$ cat config.mk
export PLATFORM = sky130hd
export DESIGN_NAME = state_space_controller_step
export DESIGN_NICKNAME = d
export VERILOG_FILES = /design/src/rtl/ssc_pkg.sv /design/src/rtl/ssc_seq.sv /design/src/rtl/ssc_state_mem.sv /design/src/rtl/ssc_mac.sv /design/src/rtl/state_space_controller_step.sv
export SDC_FILE = /design/constraint.sdc
export NUM_CORES = 2
export LEC_CHECK = 0
export BUFFER_PORTS_ARGS = -buffer_cell sky130_fd_sc_hd__buf_2
export CAP_MARGIN = 5
export CORE_UTILIZATION = 59
export CTS_CLUSTER_SIZE = 8
export DETAILED_ROUTE_END_ITERATION = 12
export PLACE_DENSITY_LB_ADDON = 0.15
export SYNTH_ARGS = -nofsm -noshare
export SYNTH_HDL_FRONTEND = slang
export SYNTH_SLANG_ARGS = --single-unit
export TNS_END_PERCENT = 100
$ cat constraint.sdc
create_clock -name clock -period 8.39 [get_ports clock]
set_clock_uncertainty 0.05 [all_clocks]
set_input_delay 1.678 -clock clock [delete_from_list [all_inputs] [get_ports clock]]
set_output_delay 1.678 -clock clock [all_outputs]
set_load 0.05 [all_outputs]
$ cat src/rtl/ssc_pkg.sv
// shared types, constants and coefficient table of the state-space controller
package ssc_pkg;

   // controller dimensions and number formats
   localparam int STATE_COUNT = 6;
   localparam int MEAS_COUNT  = 3;
   localparam int DATA_WIDTH  = 24;
   localparam int COEF_WIDTH  = 24;
   localparam int STATE_WIDTH = 32;
   localparam int COEF_FRAC   = 22;

   // coefficient table layout: A, B, C, D
   localparam int ROM_B    = STATE_COUNT * STATE_COUNT;
   localparam int ROM_C    = ROM_B + STATE_COUNT * MEAS_COUNT;
   localparam int ROM_SIZE = ROM_C + STATE_COUNT + MEAS_COUNT;

   // one row is a dot product over the state and the measurements
   localparam int TERM_COUNT = STATE_COUNT + MEAS_COUNT;
   localparam int ROW_W      = $clog2(STATE_COUNT + 1);
   localparam int COL_W      = $clog2(TERM_COUNT);
   localparam int SIDX_W     = $clog2(STATE_COUNT);
   localparam int ROM_AW     = $clog2(ROM_SIZE);
   localparam int MEM_AW     = $clog2(2 * STATE_COUNT);

   // request codes
   localparam logic REQ_SAMPLE = 1'b0;
   localparam logic REQ_CLEAR  = 1'b1;

   typedef struct packed {
      logic                         req_type;
      logic signed [DATA_WIDTH-1:0] pitch_rate;
      logic signed [DATA_WIDTH-1:0] vertical_accel;
      logic signed [DATA_WIDTH-1:0] extra_accel;
   } req_word_type;

   typedef struct packed {
      logic signed [DATA_WIDTH-1:0] control_output;
      logic                         saturated;
   } rsp_word_type;

   // one product term on its way through the multiply-accumulate
   typedef struct packed {
      logic              valid;
      logic [ROW_W-1:0]  row;
      logic [COL_W-1:0]  col;
      logic              first;
      logic              last;
      logic [ROM_AW-1:0] coef_idx;
   } term_tag_type;

   // enable and entry of one state memory port
   typedef struct packed {
      logic              en;
      logic [SIDX_W-1:0] idx;
   } mem_port_type;

   // signed Q1.22 controller coefficients
   function automatic logic signed [COEF_WIDTH-1:0] coef_rom(input logic [ROM_AW-1:0] idx);
      int v;
      case (int'(idx))
         // A
         0:  v = -1036403;
         1:  v = 1749136;
         2:  v = 1554822;
         3:  v = 1571829;
         4:  v = 409314;
         5:  v = -495513;
         6:  v = 2041488;
         7:  v = 2080085;
         8:  v = -699127;
         9:  v = -1038108;
         10: v = 248255;
         11: v = -300536;
         12: v = -3199303;
         13: v = -22373;
         14: v = 3552863;
         15: v = 2052618;
         16: v = 189693;
         17: v = -229641;
         18: v = -1330191;
         19: v = -630469;
         20: v = -1574238;
         21: v = 4444233;
         22: v = 607613;
         23: v = -735572;
         24: v = -962557;
         25: v = -2227607;
         26: v = 87511;
         27: v = 197619;
         28: v = -741548;
         29: v = 172272;
         30: v = -163957;
         31: v = -379440;
         32: v = 14906;
         33: v = 33662;
         34: v = 587088;
         35: v = 3482847;
         // B
         36: v = 81360;
         37: v = 2888;
         38: v = 118;
         39: v = -62104;
         40: v = 2112;
         41: v = -3578;
         42: v = 51711;
         43: v = 971;
         44: v = 227;
         45: v = 17664;
         46: v = 3824;
         47: v = -4008;
         48: v = 12986;
         49: v = -961;
         50: v = 1168;
         51: v = 2212;
         52: v = -164;
         53: v = 199;
         // C
         54: v = -1410965;
         55: v = -3265341;
         56: v = 128279;
         57: v = 289681;
         58: v = 5052301;
         59: v = -6116286;
         // D
         60: v = 19036;
         61: v = -1409;
         62: v = 1712;
         default: v = 0;
      endcase
      return COEF_WIDTH'(v);
   endfunction

endpackage

$ cat src/rtl/ssc_seq.sv
// term sequencer: walks the output row and the state rows one term per cycle
module ssc_seq (
   input  logic                  clock,
   input  logic                  reset,
   input  logic                  start,
   input  logic                  done,
   output ssc_pkg::term_tag_type tag,
   output ssc_pkg::mem_port_type rd,
   output logic                  busy
);

   logic                          run_ff, run_in;
   logic                          busy_ff, busy_in;
   logic [ssc_pkg::ROW_W-1:0]     row_ff, row_in;
   logic [ssc_pkg::COL_W-1:0]     col_ff, col_in;
   logic [ssc_pkg::ROM_AW-1:0]    a_base_ff, a_base_in;
   logic [ssc_pkg::ROM_AW-1:0]    b_base_ff, b_base_in;
   logic                          col_is_state;
   logic                          col_last;

   assign col_is_state = col_ff < ssc_pkg::COL_W'(ssc_pkg::STATE_COUNT);
   assign col_last     = col_ff == ssc_pkg::COL_W'(ssc_pkg::TERM_COUNT - 1);

   // counters: row 0 is the output, rows 1.. are the new state elements
   always_comb begin
      run_in    = run_ff;
      busy_in   = busy_ff;
      row_in    = row_ff;
      col_in    = col_ff;
      a_base_in = a_base_ff;
      b_base_in = b_base_ff;
      if (start) begin
         run_in    = 1'b1;
         busy_in   = 1'b1;
         row_in    = '0;
         col_in    = '0;
         a_base_in = '0;
         b_base_in = ssc_pkg::ROM_AW'(ssc_pkg::ROM_B - ssc_pkg::STATE_COUNT);
      end else if (run_ff) begin
         if (col_last) begin
            col_in = '0;
            row_in = row_ff + 1'b1;
            if (row_ff != '0) begin
               a_base_in = a_base_ff + ssc_pkg::ROM_AW'(ssc_pkg::STATE_COUNT);
               b_base_in = b_base_ff + ssc_pkg::ROM_AW'(ssc_pkg::MEAS_COUNT);
            end
            if (row_ff == ssc_pkg::ROW_W'(ssc_pkg::STATE_COUNT)) begin
               run_in = 1'b0;
            end
         end else begin
            col_in = col_ff + 1'b1;
         end
      end
      if (done) begin
         busy_in = 1'b0;
      end
   end

   always_ff @(posedge clock) begin
      if (reset) begin
         run_ff    <= 1'b0;
         busy_ff   <= 1'b0;
         row_ff    <= '0;
         col_ff    <= '0;
         a_base_ff <= '0;
         b_base_ff <= '0;
      end else begin
         run_ff    <= run_in;
         busy_ff   <= busy_in;
         row_ff    <= row_in;
         col_ff    <= col_in;
         a_base_ff <= a_base_in;
         b_base_ff <= b_base_in;
      end
   end

   // issued term: coefficient index and state read
   always_comb begin
      tag.valid = run_ff;
      tag.row   = row_ff;
      tag.col   = col_ff;
      tag.first = col_ff == '0;
      tag.last  = col_last;
      if (row_ff == '0) begin
         tag.coef_idx = ssc_pkg::ROM_AW'(ssc_pkg::ROM_C) + ssc_pkg::ROM_AW'(col_ff);
      end else if (col_is_state) begin
         tag.coef_idx = a_base_ff + ssc_pkg::ROM_AW'(col_ff);
      end else begin
         tag.coef_idx = b_base_ff + ssc_pkg::ROM_AW'(col_ff);
      end
      rd.en  = run_ff && col_is_state;
      rd.idx = ssc_pkg::SIDX_W'(col_ff);
   end

   assign busy = busy_ff;

   // issuing only happens inside a busy step
   a_run_busy: assert property (@(posedge clock) disable iff (reset) run_ff |-> busy_ff)
      else $error("term issued outside a busy step");

   // a new sample never starts over a running one
   a_start_idle: assert property (@(posedge clock) disable iff (reset) start |-> !busy_ff)
      else $error("sample started while busy");

endmodule

$ cat src/rtl/ssc_state_mem.sv
// ping-pong state memory: read the current bank, write the next one
module ssc_state_mem #(
   parameter int STATE_WIDTH = ssc_pkg::STATE_WIDTH
) (
   input  logic                          clock,
   input  logic                          reset,
   input  ssc_pkg::mem_port_type         rd,
   input  ssc_pkg::mem_port_type         wr,
   input  logic signed [STATE_WIDTH-1:0] wr_data,
   input  logic                          swap,
   input  logic                          clear,
   output logic signed [STATE_WIDTH-1:0] rd_data
);

   logic signed [STATE_WIDTH-1:0] mem [2*ssc_pkg::STATE_COUNT];
   logic signed [STATE_WIDTH-1:0] rd_data_ff;
   logic                          bank_ff, bank_in;
   logic                          zero_ff, zero_in;
   logic [ssc_pkg::MEM_AW-1:0]    rd_addr;
   logic [ssc_pkg::MEM_AW-1:0]    wr_addr;

   // bank base plus element index
   assign rd_addr = (bank_ff ? ssc_pkg::MEM_AW'(ssc_pkg::STATE_COUNT) : '0)
                    + ssc_pkg::MEM_AW'(rd.idx);
   assign wr_addr = (bank_ff ? '0 : ssc_pkg::MEM_AW'(ssc_pkg::STATE_COUNT))
                    + ssc_pkg::MEM_AW'(wr.idx);

   // storage with registered read; a cleared bank reads as zero
   always_ff @(posedge clock) begin
      if (wr.en) begin
         mem[wr_addr] <= wr_data;
      end
      if (rd.en) begin
         rd_data_ff <= zero_ff ? '0 : mem[rd_addr];
      end
   end

   // bank select and zero mark
   always_comb begin
      bank_in = swap ? !bank_ff : bank_ff;
      zero_in = zero_ff;
      if (clear) begin
         zero_in = 1'b1;
      end else if (swap) begin
         zero_in = 1'b0;
      end
   end

   always_ff @(posedge clock) begin
      if (reset) begin
         bank_ff <= 1'b0;
         zero_ff <= 1'b1;
      end else begin
         bank_ff <= bank_in;
         zero_ff <= zero_in;
      end
   end

   assign rd_data = rd_data_ff;

   // a clear request only arrives while no update is being written
   a_clear_quiet: assert property (@(posedge clock) disable iff (reset) clear |-> !wr.en)
      else $error("clear during state write-back");

   // the bank flips together with the last state write
   a_swap_write: assert property (@(posedge clock) disable iff (reset) swap |-> wr.en)
      else $error("bank swap without final write");

endmodule

$ cat src/rtl/ssc_mac.sv
// shared multiply-accumulate with rounding, saturation and result capture
module ssc_mac #(
   parameter int STATE_WIDTH = ssc_pkg::STATE_WIDTH
) (
   input  logic                          clock,
   input  logic                          reset,
   input  logic                          load,
   input  ssc_pkg::req_word_type         req,
   input  ssc_pkg::term_tag_type         tag,
   input  logic signed [STATE_WIDTH-1:0] rd_data,
   output ssc_pkg::mem_port_type         wr,
   output logic signed [STATE_WIDTH-1:0] wr_data,
   output logic                          done,
   output ssc_pkg::rsp_word_type         rsp
);

   localparam int PROD_W = ssc_pkg::COEF_WIDTH + STATE_WIDTH;
   localparam int ACC_W  = PROD_W - ssc_pkg::COEF_FRAC + 5;
   localparam logic signed [ACC_W-1:0] U_MAX = ACC_W'({(ssc_pkg::DATA_WIDTH-1){1'b1}});
   localparam logic signed [ACC_W-1:0] U_MIN = ~U_MAX;
   localparam logic signed [ACC_W-1:0] X_MAX = ACC_W'({(STATE_WIDTH-1){1'b1}});
   localparam logic signed [ACC_W-1:0] X_MIN = ~X_MAX;

   logic signed [ssc_pkg::DATA_WIDTH-1:0] meas_ff [ssc_pkg::MEAS_COUNT];
   ssc_pkg::term_tag_type                 tag1_ff, tag2_ff, tag3_ff;
   logic signed [ssc_pkg::COEF_WIDTH-1:0] coef1_ff;
   logic signed [STATE_WIDTH-1:0]         operand;
   logic signed [PROD_W-1:0]              prod_in, prod_ff;
   logic [ACC_W-1:0]                      round_bit;
   logic signed [ACC_W-1:0]               acc_in, acc_ff;
   logic signed [ssc_pkg::DATA_WIDTH-1:0] u_clip, u_ff;
   logic signed [STATE_WIDTH-1:0]         x_clip;
   logic                                  u_hit, x_hit;
   logic                                  sat_ff;
   logic                                  row_end;

   // measurements held for the whole step
   always_ff @(posedge clock) begin
      if (load) begin
         meas_ff[0] <= req.pitch_rate;
         meas_ff[1] <= req.vertical_accel;
         meas_ff[2] <= req.extra_accel;
      end
   end

   // coefficient lookup alongside the state read
   always_ff @(posedge clock) begin
      coef1_ff <= ssc_pkg::coef_rom(tag.coef_idx);
   end

   // operand: state word or a measurement
   always_comb begin
      operand = rd_data;
      for (int j = 0; j < ssc_pkg::MEAS_COUNT; j++) begin
         if (tag1_ff.col == ssc_pkg::COL_W'(ssc_pkg::STATE_COUNT + j)) begin
            operand = STATE_WIDTH'(meas_ff[j]);
         end
      end
      prod_in = coef1_ff * operand;
   end

   always_ff @(posedge clock) begin
      prod_ff <= prod_in;
   end

   // round to nearest, ties up, then accumulate the row
   always_comb begin
      round_bit = ACC_W'(prod_ff[ssc_pkg::COEF_FRAC-1]);
      acc_in    = (tag2_ff.first ? '0 : acc_ff) + ACC_W'(prod_ff >>> ssc_pkg::COEF_FRAC)
                  + round_bit;
   end

   always_ff @(posedge clock) begin
      if (tag2_ff.valid) begin
         acc_ff <= acc_in;
      end
   end

   // pipeline tags
   always_ff @(posedge clock) begin
      if (reset) begin
         tag1_ff <= '0;
         tag2_ff <= '0;
         tag3_ff <= '0;
      end else begin
         tag1_ff <= tag;
         tag2_ff <= tag1_ff;
         tag3_ff <= tag2_ff;
      end
   end

   // saturation of the finished row sum
   always_comb begin
      row_end = tag3_ff.valid && tag3_ff.last;
      u_hit   = (acc_ff > U_MAX) || (acc_ff < U_MIN);
      x_hit   = (acc_ff > X_MAX) || (acc_ff < X_MIN);
      if (acc_ff > U_MAX) begin
         u_clip = U_MAX[ssc_pkg::DATA_WIDTH-1:0];
      end else if (acc_ff < U_MIN) begin
         u_clip = U_MIN[ssc_pkg::DATA_WIDTH-1:0];
      end else begin
         u_clip = acc_ff[ssc_pkg::DATA_WIDTH-1:0];
      end
      if (acc_ff > X_MAX) begin
         x_clip = X_MAX[STATE_WIDTH-1:0];
      end else if (acc_ff < X_MIN) begin
         x_clip = X_MIN[STATE_WIDTH-1:0];
      end else begin
         x_clip = acc_ff[STATE_WIDTH-1:0];
      end
   end

   // output row is kept, state rows are written back
   always_ff @(posedge clock) begin
      if (row_end) begin
         if (tag3_ff.row == '0) begin
            u_ff   <= u_clip;
            sat_ff <= u_hit;
         end else begin
            sat_ff <= sat_ff | x_hit;
         end
      end
   end

   always_comb begin
      wr.en   = row_end && (tag3_ff.row != '0);
      wr.idx  = ssc_pkg::SIDX_W'(tag3_ff.row - 1'b1);
      wr_data = x_clip;
      done    = row_end && (tag3_ff.row == ssc_pkg::ROW_W'(ssc_pkg::STATE_COUNT));
      rsp.control_output = u_ff;
      rsp.saturated      = sat_ff | x_hit;
   end

   // a continuing term always has its predecessor one stage ahead
   a_acc_chain: assert property (@(posedge clock) disable iff (reset)
      (tag2_ff.valid && !tag2_ff.first) |-> tag3_ff.valid)
      else $error("accumulation chain broken");

   // the step ends on the last state row
   a_done_write: assert property (@(posedge clock) disable iff (reset) done |-> wr.en)
      else $error("step done without final state write");

endmodule

$ cat src/rtl/state_space_controller_step.sv
// top level of the fixed-point state-space controller
//
//   channel  direction  handshake              word
//   req      in         req_valid / req_stall  ssc_pkg::req_word_type
//   rsp      out        rsp_valid / rsp_stall  ssc_pkg::rsp_word_type
//
// a sample word runs 63 product terms through one shared multiply-accumulate,
// one coefficient per cycle, then through the read, product and accumulator
// registers and the holding and output registers; with the result side free
// the next word is taken once the result has left the holding register.
// a clear word is taken without starting a step and gives no result.
// reset is synchronous and active high; the state reads as zero after it.
// requests stall while a step runs or the holding register is full; the holding
// register moves into the output register once that is free, so a result held
// there by rsp_stall does not keep the next word out.
module state_space_controller_step #(
   parameter int STATE_WIDTH = ssc_pkg::STATE_WIDTH
) (
   input  logic                  clock,
   input  logic                  reset,
   input  logic                  req_valid,
   output logic                  req_stall,
   input  ssc_pkg::req_word_type req_data,
   output logic                  rsp_valid,
   input  logic                  rsp_stall,
   output ssc_pkg::rsp_word_type rsp_data
);

   logic                          accept;
   logic                          start;
   logic                          clear;
   logic                          busy;
   logic                          done;
   ssc_pkg::term_tag_type         tag;
   ssc_pkg::mem_port_type         rd;
   ssc_pkg::mem_port_type         wr;
   logic signed [STATE_WIDTH-1:0] rd_data;
   logic signed [STATE_WIDTH-1:0] wr_data;
   ssc_pkg::rsp_word_type         mac_rsp;
   logic                          pend_ff, pend_in;
   ssc_pkg::rsp_word_type         pend_word_ff;
   logic                          rsp_valid_ff, rsp_valid_in;
   ssc_pkg::rsp_word_type         rsp_word_ff;
   logic                          rsp_free;

   // request decode
   assign req_stall = busy || pend_ff;
   assign accept    = req_valid && !req_stall;
   assign start     = accept && (req_data.req_type == ssc_pkg::REQ_SAMPLE);
   assign clear     = accept && (req_data.req_type == ssc_pkg::REQ_CLEAR);

   ssc_seq u_seq (
      .clock (clock),
      .reset (reset),
      .start (start),
      .done  (done),
      .tag   (tag),
      .rd    (rd),
      .busy  (busy)
   );

   ssc_state_mem #(
      .STATE_WIDTH (STATE_WIDTH)
   ) u_mem (
      .clock   (clock),
      .reset   (reset),
      .rd      (rd),
      .wr      (wr),
      .wr_data (wr_data),
      .swap    (done),
      .clear   (clear),
      .rd_data (rd_data)
   );

   ssc_mac #(
      .STATE_WIDTH (STATE_WIDTH)
   ) u_mac (
      .clock   (clock),
      .reset   (reset),
      .load    (start),
      .req     (req_data),
      .tag     (tag),
      .rd_data (rd_data),
      .wr      (wr),
      .wr_data (wr_data),
      .done    (done),
      .rsp     (mac_rsp)
   );

   // holding register and output register
   assign rsp_free = !rsp_valid_ff || !rsp_stall;

   always_comb begin
      pend_in      = pend_ff;
      rsp_valid_in = rsp_valid_ff;
      if (done) begin
         pend_in = 1'b1;
      end else if (pend_ff && rsp_free) begin
         pend_in = 1'b0;
      end
      if (pend_ff && rsp_free) begin
         rsp_valid_in = 1'b1;
      end else if (rsp_valid_ff && !rsp_stall) begin
         rsp_valid_in = 1'b0;
      end
   end

   always_ff @(posedge clock) begin
      if (reset) begin
         pend_ff      <= 1'b0;
         rsp_valid_ff <= 1'b0;
      end else begin
         pend_ff      <= pend_in;
         rsp_valid_ff <= rsp_valid_in;
      end
   end

   always_ff @(posedge clock) begin
      if (done) begin
         pend_word_ff <= mac_rsp;
      end
      if (pend_ff && rsp_free) begin
         rsp_word_ff <= pend_word_ff;
      end
   end

   assign rsp_valid = rsp_valid_ff;
   assign rsp_data  = rsp_word_ff;

   // a held result and a running step never coexist
   a_pend_idle: assert property (@(posedge clock) disable iff (reset) !(pend_ff && busy))
      else $error("result held during a running step");

   // a finishing step always finds the holding register empty
   a_done_room: assert property (@(posedge clock) disable iff (reset) done |-> !pend_ff)
      else $error("result overwritten in holding register");

endmodule

==> run metrics <==
IO Pins 104; area leader, netlist edfxtp_1; Hold Vio Cnt, Final 0; number of global-route vias before repair 38710; max cap viols 0; Via Count 36680; post-synthesis compound-gate area fraction 6.598%; Synth Register Bits 706; Worst EP arrival 8680 ps; register area 20170 µm²; critical path endpoint category flip-flop; share of layout cells above drive strength 1 10.71%; buffer depth of the longest clock path 3; area grow syn2layout 9.854%; CP Max Fanout 24; Row Count 112; total CTS buffers 99; unrepaired setup endpoints after global routing yes; H-tree depth 3; slowest CP cell fa_1; post-synthesis mux area share 5.130%; post-synth cell types 86; slowest stage delay, CP 550 ps; clk root buf clkbuf_16; synth warn 0; Vias/cell 5.816; Synth top cells by count fa_1, inv_1, edfxtp_1, nand2_1, and2_1; Worst path most repeated cell fa_1; Post-Synthesis Cells 4881; WHS Path Cells 0; Pre-antenna DRT Iters 8; fin crit share 97.56%; PortBufs 103; die height 311.0 µm; CTS sink cnt 706; Peak Freq 122.2 MHz; Post-Synth Adder-Cell Area 32.72%; post-route minimum period 8185 ps; Die X 311.0 µm; TritonCTS clock tree built; register area share after synthesis 35.78%; final wirelength 140.5 mm; Syn Nets 5959; Synth Area in Simple Gates 11.36%; nets@finish 6043; R2R setup slack 200 ps; HPWL after DPL 105.2 mm; R2R depth 28; Max-slew headroom 24.29%; reg2reg end u_mac.prod_ff[48]$_DFF_P_; initial antenna violation count 5; first-pass GRT wire length 223.2 mm; top cells by area, synth edfxtp_1, fa_1, inv_1; Min-Delay Path Class flip-flop to flip-flop; Crit Path Class flip-flop to flip-flop; leading cell type by number of instances after synthesis fa_1; die area 96730 µm²; Reg-to-Reg Start u_mac.tag1_ff[8]$_SDFF_PP0_; area of the core 93890 µm²; xor and xnor area share after synthesis 1.523%; status finished, final reports clean; routed length per instance 22.28 µm; Worst Tran Pin Value 1136 ps; WP data required 8890 ps; DR iter-0 viols 3172; fin cells 6307; cell total after placement 6116; worst skew pair latency 670 ps; Congestion Overflow GR 0; share of the synthesized area in the top cell type 32.09%; Post-synth EDFFs 602; Primary FF master, synth edfxtp_1; drt drc 0; ANT nets after route 0; largest family of logic cells by synthesized area adder cells; final max-slew violation count 0; asr flop ratio synth 0%; Initial Utilization 60.01%; Hold WS 361.9 ps; largest net degree at the start of global routing 74; Multi-input gate area 32670 µm²; GRT Util Overall 30.17%; Worst setup SP type flip-flop; Syn Area/Cell 11.54 µm²; hold_buf cts 0; Final setup viols 0; gpl congestion 0.9371; worst hold start u_mac.u_ff[9]$_SDFFCE_PP1P_; hold endpoint pend_word_ff[10]$_DFFE_PP_; fillers 7130; synthesized area 56340 µm²; Worst-path clk slew 50 ps
## per-layer routing
metal	vias up	wire length, µm	GRT usage, %	part of all wire, %
li1	16060	-	-	-
met4	2	4523	9.707	3.2
met2	1443	68750	49.48	49
met3	297	10670	4.892	7.6
met5	-	69	0.7905	0.049
met1	18880	56520	41.35	40
## logic make-up after synthesis
kind of cell    count (synthesis)
flops                         706
fa+ha+maj                    1001
compound gates                577
buf+inv                      1025
xor+xnor                       98
mux                           165
simple gates                 1309
## worst max-delay path by stage
stage	startpoint	end	slack (ps)	cells past startpoint
floorplan	u_mac.tag1_ff[8]$_SDFF_PP0_	u_mac.prod_ff[54]$_DFF_P_	320	27
global placement	u_mac.tag1_ff[11]$_SDFF_PP0_	u_mac.prod_ff[44]$_DFF_P_	-40	27
detailed placement	u_mac.tag1_ff[11]$_SDFF_PP0_	u_mac.prod_ff[44]$_DFF_P_	-150	27
CTS	u_mac.tag1_ff[11]$_SDFF_PP0_	u_mac.prod_ff[44]$_DFF_P_	20	26
global route	u_mac.tag1_ff[8]$_SDFF_PP0_	u_mac.prod_ff[54]$_DFF_P_	-50	29
finish	u_mac.tag1_ff[8]$_SDFF_PP0_	u_mac.prod_ff[48]$_DFF_P_	200	28
## through the flow
step,TNS (ps),instance area [µm²],setup slack [ps],utilization [%]
final,0,61890,204.6,65.92
after floorplan,0,56340,319.1,-
after CTS,0,61770,18.87,65.79
after global routing,-175.4,61890,-49.97,65.92
after global placement,-95.07,58780,-38.91,62.61
after detailed placement,-525.5,58780,-150.6,62.61
## area by class of cell
type / count / area share, %
multi-input cells: 3150 / 52.78
flip-flops and latches: 706 / 32.58
inverters: 768 / 4.660
clock buffers: 176 / 4.504
repair buffers: 240 / 2.630
well taps: 1254 / 2.535
clock inverters: 10 / 0.2931
diodes: 3 / 0.01213
## cells in the final DEF (no fill, tap or decap), types with 59 or more instances in the layout
cell type	netlist	final
buf_2	22	103
mux2i_1	59	59
dfxtp_1	104	101
inv_1	767	765
a21oi_1	190	184
buf_4	0	130
xnor2_1	66	66
ha_1	214	213
nor2b_1	73	73
and2_1	363	362
mux4_2	98	98
a21o_1	100	100
nor2_1	209	199
nand2_1	494	494
clkbuf_1	217	76
o21ai_0	102	79
edfxtp_1	602	602
fa_1	787	784
clkbuf_16	0	101
## critical path, delay by kind of cell (launching register included)
kind	cells	cell delay, ps
buffers and inverters	8	1020
DFF	1	370
adders and majority gates	8	3990
AOI/OAI and AO/OA	6	1350
xor gates and xnor gates	1	140
and+or+nand+nor	5	1120
## flip-flops by register name, summed over array words and instances, names as in the netlist, 3 cells and up
signal and count:
u_mem.mem 384, u_mac.meas_ff 72, u_mac.acc_ff 39, u_mac.prod_ff 35
u_mem.rd_data 32, pend_word_ff 25, rsp_data 25, u_mac.coef1_ff 24
u_mac.u_ff 24, u_mac.tag1_ff 10, u_mac.tag2_ff 6, u_seq.b_base_ff 6
u_mac.tag3_ff 5, u_seq.a_base_ff 5, u_seq.col_ff 4, u_seq.row_ff 3
## repair_timing
| action | 4_1_cts | 5_1_grt |
|---|---|---|
| endpoints found under the hold margin | 0 | 0 |
| resized for setup | 3 | 16 |
| cloned | 0 | 1 |
| endpoints found under the setup margin | 8 | 21 |
| buffers inserted | 0 | 1 |
| pin swaps | 0 | 1 |
Power is not shown: default switching activity piles up to over one toggle a cycle in this logic, so the estimate is an artifact.
